### src/rtl/core/swm_pkg.sv
// Shared types for the substring window matcher: transfer payloads,
// operation codes and the control bundle that drives the cell chain.
// No dependencies.
package swm_pkg;

    typedef enum logic [1:0] {
        OP_APPEND = 2'd0,
        OP_TEXT   = 2'd1,
        OP_CLEAR  = 2'd2,
        OP_NONE   = 2'd3
    } op_t;

    typedef struct packed {
        op_t        op;
        logic [7:0] char_in;
    } req_t;

    typedef struct packed {
        logic        found;
        logic [15:0] match_position;
        logic [6:0]  pattern_length;
        logic        overflow;
    } rsp_t;

    typedef struct packed {
        logic pat_shift;
        logic txt_shift;
        logic clear;
    } cell_ctrl_t;

endpackage

### src/rtl/core/swm_cell.sv
// One cell of the matcher chain: holds one pattern byte (newest first),
// its occupancy bit and one text window byte; compares the pattern byte with the incoming window byte.
// Depends on swm_pkg.
module swm_cell
    import swm_pkg::*;
(
    input  logic       clk,
    input  logic       rst_n,
    input  cell_ctrl_t ctrl,
    input  logic [7:0] pat_prev,
    input  logic       act_prev,
    input  logic [7:0] txt_prev,
    output logic [7:0] pat,
    output logic       act,
    output logic [7:0] txt,
    output logic       hit
);

    logic [7:0] pat_reg;
    logic [7:0] pat_next;
    logic       act_reg;
    logic       act_next;
    logic [7:0] txt_reg;
    logic [7:0] txt_next;

    always_comb
    begin
        pat_next = ctrl.pat_shift ? pat_prev : pat_reg;
        act_next = act_reg;
        txt_next = txt_reg;
        if (ctrl.clear)
        begin
            act_next = 1'b0;
            txt_next = 8'd0;
        end
        else
        begin
            if (ctrl.pat_shift)
            begin
                act_next = act_prev;
            end
            if (ctrl.txt_shift)
            begin
                txt_next = txt_prev;
            end
        end
    end

    // compare against the window byte this cell holds after the shift
    assign hit = !act_reg || (pat_reg == txt_prev);

    always_ff @(posedge clk)
    begin
        pat_reg <= pat_next;
    end

    always_ff @(posedge clk or negedge rst_n)
    begin
        if (!rst_n)
        begin
            act_reg <= 1'b0;
            txt_reg <= 8'd0;
        end
        else
        begin
            act_reg <= act_next;
            txt_reg <= txt_next;
        end
    end

    assign pat = pat_reg;
    assign act = act_reg;
    assign txt = txt_reg;

endmodule

### src/rtl/core/substring_window_matcher.sv
// Substring window matcher: one transfer per cycle unless a response waits
// on rsp_ready; result registered, valid in the cycle after the transfer.
// The chain of MAX_PATTERN cells compares every byte pair at once.
// Reset (asynchronous, active low) empties the pattern and window and
// clears position, match and overflow state. Depends on swm_pkg, swm_cell.
module substring_window_matcher
    import swm_pkg::*;
#(
    parameter int MAX_PATTERN = 64,
    parameter int POS_BITS    = 16
)
(
    input  logic clk,
    input  logic rst_n,
    input  logic req_valid,
    output logic req_ready,
    input  req_t req,
    output logic rsp_valid,
    input  logic rsp_ready,
    output rsp_t rsp
);

    localparam int CNT_W = $clog2(MAX_PATTERN + 1);

    logic                accept;
    cell_ctrl_t          ctrl;
    logic [7:0]          pat_chain [MAX_PATTERN + 1];
    logic                act_chain [MAX_PATTERN + 1];
    logic [7:0]          txt_chain [MAX_PATTERN + 1];
    logic [MAX_PATTERN-1:0] hit;

    logic [CNT_W-1:0]    count_reg;
    logic [CNT_W-1:0]    count_next;
    logic [POS_BITS-1:0] pos_reg;
    logic [POS_BITS-1:0] pos_next;
    logic                found_reg;
    logic                found_next;
    logic [POS_BITS-1:0] first_reg;
    logic [POS_BITS-1:0] first_next;
    logic                ovf_reg;
    logic                ovf_next;
    logic                rsp_valid_reg;
    logic                rsp_valid_next;
    rsp_t                rsp_reg;
    rsp_t                rsp_next;

    logic                full;
    logic                sat;
    logic [POS_BITS:0]   pos_inc;
    logic                enough;
    logic                match;
    logic [POS_BITS+15:0] first_ext;
    logic [CNT_W+6:0]    count_ext;

    assign req_ready = !rsp_valid_reg || rsp_ready;
    assign accept    = req_valid && req_ready;

    assign full    = (count_reg == CNT_W'(MAX_PATTERN));
    assign sat     = (pos_reg == {POS_BITS{1'b1}});
    assign pos_inc = {1'b0, pos_reg} + {{POS_BITS{1'b0}}, 1'b1};
    assign enough  = (pos_inc >= (POS_BITS + 1)'(count_reg));

    always_comb
    begin
        ctrl.pat_shift = accept && (req.op == OP_APPEND) && !full;
        ctrl.txt_shift = accept && (req.op == OP_TEXT);
        ctrl.clear     = accept && (req.op == OP_CLEAR);
    end

    assign pat_chain[0] = req.char_in;
    assign act_chain[0] = 1'b1;
    assign txt_chain[0] = req.char_in;

    for (genvar g = 0; g < MAX_PATTERN; g++)
    begin : g_cell
        swm_cell u_cell (
            .clk      (clk),
            .rst_n    (rst_n),
            .ctrl     (ctrl),
            .pat_prev (pat_chain[g]),
            .act_prev (act_chain[g]),
            .txt_prev (txt_chain[g]),
            .pat      (pat_chain[g + 1]),
            .act      (act_chain[g + 1]),
            .txt      (txt_chain[g + 1]),
            .hit      (hit[g])
        );
    end

    assign match = !sat && !found_reg && (count_reg != '0) && enough && (&hit);

    always_comb
    begin
        count_next = count_reg;
        pos_next   = pos_reg;
        found_next = found_reg;
        first_next = first_reg;
        ovf_next   = ovf_reg;
        if (accept)
        begin
            unique case (req.op)
                OP_APPEND:
                begin
                    if (full)
                    begin
                        ovf_next = 1'b1;
                    end
                    else
                    begin
                        count_next = count_reg + CNT_W'(1);
                    end
                end
                OP_TEXT:
                begin
                    if (!sat)
                    begin
                        pos_next = pos_inc[POS_BITS-1:0];
                    end
                    if (match)
                    begin
                        found_next = 1'b1;
                        first_next = pos_inc[POS_BITS-1:0] - POS_BITS'(count_reg);
                    end
                end
                OP_CLEAR:
                begin
                    count_next = '0;
                    pos_next   = '0;
                    found_next = 1'b0;
                    first_next = '0;
                    ovf_next   = 1'b0;
                end
                OP_NONE:
                begin
                end
                default:
                begin
                end
            endcase
        end
    end

    assign first_ext = {16'd0, first_next};
    assign count_ext = {7'd0, count_next};

    always_comb
    begin
        rsp_valid_next = rsp_valid_reg;
        rsp_next       = rsp_reg;
        if (accept)
        begin
            rsp_valid_next          = 1'b1;
            rsp_next.found          = found_next;
            rsp_next.match_position = found_next ? first_ext[15:0] : 16'd0;
            rsp_next.pattern_length = count_ext[6:0];
            rsp_next.overflow       = ovf_next;
        end
        else if (rsp_ready)
        begin
            rsp_valid_next = 1'b0;
        end
    end

    always_ff @(posedge clk or negedge rst_n)
    begin
        if (!rst_n)
        begin
            count_reg     <= '0;
            pos_reg       <= '0;
            found_reg     <= 1'b0;
            first_reg     <= '0;
            ovf_reg       <= 1'b0;
            rsp_valid_reg <= 1'b0;
        end
        else
        begin
            count_reg     <= count_next;
            pos_reg       <= pos_next;
            found_reg     <= found_next;
            first_reg     <= first_next;
            ovf_reg       <= ovf_next;
            rsp_valid_reg <= rsp_valid_next;
        end
    end

    always_ff @(posedge clk)
    begin
        rsp_reg <= rsp_next;
    end

    assign rsp_valid = rsp_valid_reg;
    assign rsp       = rsp_reg;

endmodule
### config.mk
export PLATFORM = sky130hd
export DESIGN_NAME = substring_window_matcher
export DESIGN_NICKNAME = d
export VERILOG_FILES = /design/src/rtl/core/swm_pkg.sv /design/src/rtl/core/swm_cell.sv /design/src/rtl/core/substring_window_matcher.sv
export SDC_FILE = /design/constraint.sdc
export NUM_CORES = 2
export LEC_CHECK = 0
export ABC_AREA = 1
export BUFFER_PORTS_ARGS = -buffer_cell sky130_fd_sc_hd__buf_2
export CAP_MARGIN = 20
export CORE_UTILIZATION = 54
export DETAILED_ROUTE_END_ITERATION = 16
export HOLD_SLACK_MARGIN = 0.15
export PLACE_DENSITY = 0.81
export SLEW_MARGIN = 20
export SYNTH_ARGS = -nofsm -noshare
export SYNTH_HDL_FRONTEND = slang
export SYNTH_SLANG_ARGS = --single-unit
### constraint.sdc
create_clock -name clk -period 55.5 [get_ports clk]
set_clock_uncertainty 0.05 [all_clocks]
set_input_delay 8.325 -clock clk [delete_from_list [all_inputs] [get_ports clk]]
set_output_delay 8.325 -clock clk [all_outputs]
set_load 0.03 [all_outputs]
==> PnR_summary.wiki <==
{| class="wikitable"
! Metric !! Value
|-
| Level count of the clock H-tree || 3
|-
| Accumulated negative setup slack || 0 ps
|-
| Buffer depth of the longest clock path || 3
|-
| I/O pin count || 41
|-
| Total design power || 1.97 mW
|-
| Detail Route Antenna Nets || 0
|-
| Number of nets produced by synthesis || 4533
|-
| Via count normalized by instance count || 5.47
|-
| Setup repair after global routing missed its margin || false
|-
| Number of detailed-route iterations in the first pass || 6
|-
| CTS Root Buffer Type || sky130_fd_sc_hd__clkbuf_16
|-
| Combinational group share of total power || 10.5%
|-
| Layout area overhead || 10.6%
|-
| Actual transition at the worst max-transition pin || 1170 ps
|-
| Leading cell type in the layout, fill and taps excluded || sky130_fd_sc_hd__nand2_1
|-
| Proportion of power drawn by flip-flops and latches || 49.8%
|-
| Count of final max-slew check failures || 0
|-
| Die boundary height || 300 um
|-
| Post-CTS Hold Fix Bufs || 0
|-
| Number of antenna violations at the first check in global routing || 0
|-
| Area of the mapped netlist || 48000 um^2
|-
| Layout fillers || 6696
|-
| Mean routed wirelength per cell || 17.6 um
|-
| Total gr overflow || 0
|-
| Initial core utilization || 54.4%
|-
| Post-detailed-routing wire length || 101000 um
|-
| Achievable clock frequency || 58.5 MHz
|-
| Headroom to the max-slew limit || 21.9%
|-
| Post-synthesis average cell area || 10.7 um^2
|-
| Clock network latency to the later pin of the worst-skew pair || 710 ps
|-
| Worst endpoint required time || 47120 ps
|-
| DRC || 0
|-
| Final Cycle Share || 30.8%
|-
| Gp weighted congestion || 0.843
|-
| Worst Hold Margin || 397 ps
|-
| Internal power || 1.47 mW
|-
| Power Dens Cells || 37.1 nW/um^2
|-
| Area of the core || 88200 um^2
|-
| Final standard cell count with taps included and fillers excluded || 5755
|-
| Overall fraction of global-route tracks in use || 22.8%
|-
| Overall via count from detail_route || 31500
|-
| Max Fanout on Critical Path || 3
|-
| Via count of the first global-routing pass || 32200
|-
| Clock network fraction of design power || 39.7%
|-
| Clk sinks || 1147
|-
| Unique masters post-synth || 41
|-
| Wire length of the first global-routing pass || 166000 um
|-
| Final HPWL DP || 59200 um
|-
| Ant diodes || 0
|-
| CTS clock-pin slew for the worst setup and hold paths || 70 ps
|-
| Shortest clock period the worst path allows after layout || 17090 ps
|-
| Lkg Pwr || 22.6 nW
|-
| Run status || finished clean
|-
| Switching power || 0.504 mW
|-
| Number of buffers inserted during clock tree synthesis || 110
|-
| Floorplan die area || 90100 um^2
|-
| Endpoints failing hold || 0
|-
| R2R cell count || 8
|-
| Max-cap viol count || 0
|-
| Startpoint class of the critical path || input pin
|-
| Cell count after synthesis || 4504
|-
| Pin count of the biggest net entering global routing || 214
|-
| Net total in the final layout || 4524
|-
| Number of resized instances in the post-cts repair step || 0
|-
| Most frequent cells in the layout || 1289 x sky130_fd_sc_hd__nand2_1, 610 x sky130_fd_sc_hd__dfrtp_1, 537 x sky130_fd_sc_hd__edfxtp_1, 447 x sky130_fd_sc_hd__nand3_1, 397 x sky130_fd_sc_hd__xnor2_1
|-
| Cell depth of the worst hold path || 0
|-
| Postcts setup bufs || 0
|-
| Final Setup Violations || 0
|-
| Number of buffers added on ports || 40
|-
| Data arrival time of the critical path || 8720 ps
|-
| Critical setup path kind || input pin to primary output
|-
| Violation count after the first detailed-route iteration || 3187
|-
| Ys Warns || 0
|-
| Max VDD drop || 0.0288 mV
|-
| # placed instances || 5548
|-
| Clock tree from TritonCTS || done
|-
| Fraction of layout cells with a size suffix above 1 || 6.67%
|-
| Total of flip-flops plus latches after synthesis || 1147
|-
| Max reg flops || 512
|-
| Worst hold path type || register to register
|-
| Fraction of the yosys area taken by sequential cells || 65.4%
|-
| Type of destination of the critical path || primary output
|-
| Die width || 300 um
|-
| Site Rows || 109
|-
| Sw frac || 25.5%
|}
## synth_stat cells, drive strengths merged
cell type | number | area [um^2]
a21oi | 69 | 375
a32o | 2 | 20.0
and2 | 1 | 6.26
buf | 15 | 93.8
clkbuf | 171 | 642
clkinv | 4 | 16.3
dfrtp | 610 | 15300
edfxtp | 537 | 16100
fa | 1 | 20.0
ha | 14 | 175
inv | 329 | 1230
nand2 | 1305 | 4950
nand3 | 449 | 2260
nand3b | 1 | 7.51
nand4 | 58 | 363
nor2 | 166 | 672
nor3 | 12 | 65.1
nor4 | 2 | 12.5
o21ai | 164 | 821
o221ai | 1 | 8.76
o22ai | 84 | 526
o31ai | 45 | 338
or2 | 14 | 87.6
xnor2 | 397 | 3480
xor2 | 53 | 464
## worst max-delay path, stage by stage
cell and delay, ps:
sky130_fd_sc_hd__buf_2 100, sky130_fd_sc_hd__inv_1 50, sky130_fd_sc_hd__nand2_1 70, sky130_fd_sc_hd__buf_2 180
## worst paths after layout
kind | from | to | slack, ps
worst min-delay path | g_cell[8].u_cell.pat[3] | g_cell[9].u_cell.pat[3] | 400
worst min register to register | g_cell[8].u_cell.pat[3] | g_cell[9].u_cell.pat[3] | 400
min in group asynchronous | rst_n | g_cell[24].u_cell.txt[0] | 7640
worst max register to register | rsp_valid | g_cell[27].u_cell.pat[4] | 50350
max in group asynchronous | rst_n | g_cell[3].u_cell.txt[7] | 45290
worst max-delay path | rsp_ready | req_ready | 38410
## metrics by stage
step	util [%]	area (um^2)	worst slack, ps
after floorplan	-	48000	16860
after global placement	55.8	49300	38380
after detailed placement	55.8	49300	38400
after CTS	60.2	53100	38400
after global routing	60.2	53100	38380
final	60.2	53100	38410
## power by group through the flow
stage | Clock [mW] | Combinational [mW] | Sequential (mW)
2_1_floorplan | 0 | 0.153 | 1.00
5_1_grt | 0.828 | 0.233 | 0.988
4_1_cts | 0.794 | 0.208 | 0.982
3_3_place_gp | 0 | 0.198 | 0.995
6_report | 0.783 | 0.207 | 0.982
3_5_place_dp | 0 | 0.205 | 0.998
## metal layers
metal,global-route usage [%],up-vias,wire [um]
met3,3.25,194,5020
met1,30.1,15600,42100
met5,0,-,0
met2,38.8,876,51100
li1,-,14800,-
met4,7.92,0,2900
## logic make-up after synthesis
group           after synthesis  synth area share [%]
fa+ha+maj                    15                 0.406
simple gates               2008                  17.6
xor+xnor                    450                  8.21
buf+inv                     519                  4.14
flops                      1147                  65.4
compound gates              365                  4.35
## final cells by class
cell class,instances,area [um^2],area share [%]
clock buffers,163,3240,6.09
clock inverters,44,589,1.11
inverters,333,1260,2.37
multi-input cells,2838,14700,27.7
flip-flops and latches,1147,31400,59.1
well taps,1165,1460,2.74
repair buffers,65,473,0.891
Note: power is estimated with default switching activity, not from simulation.
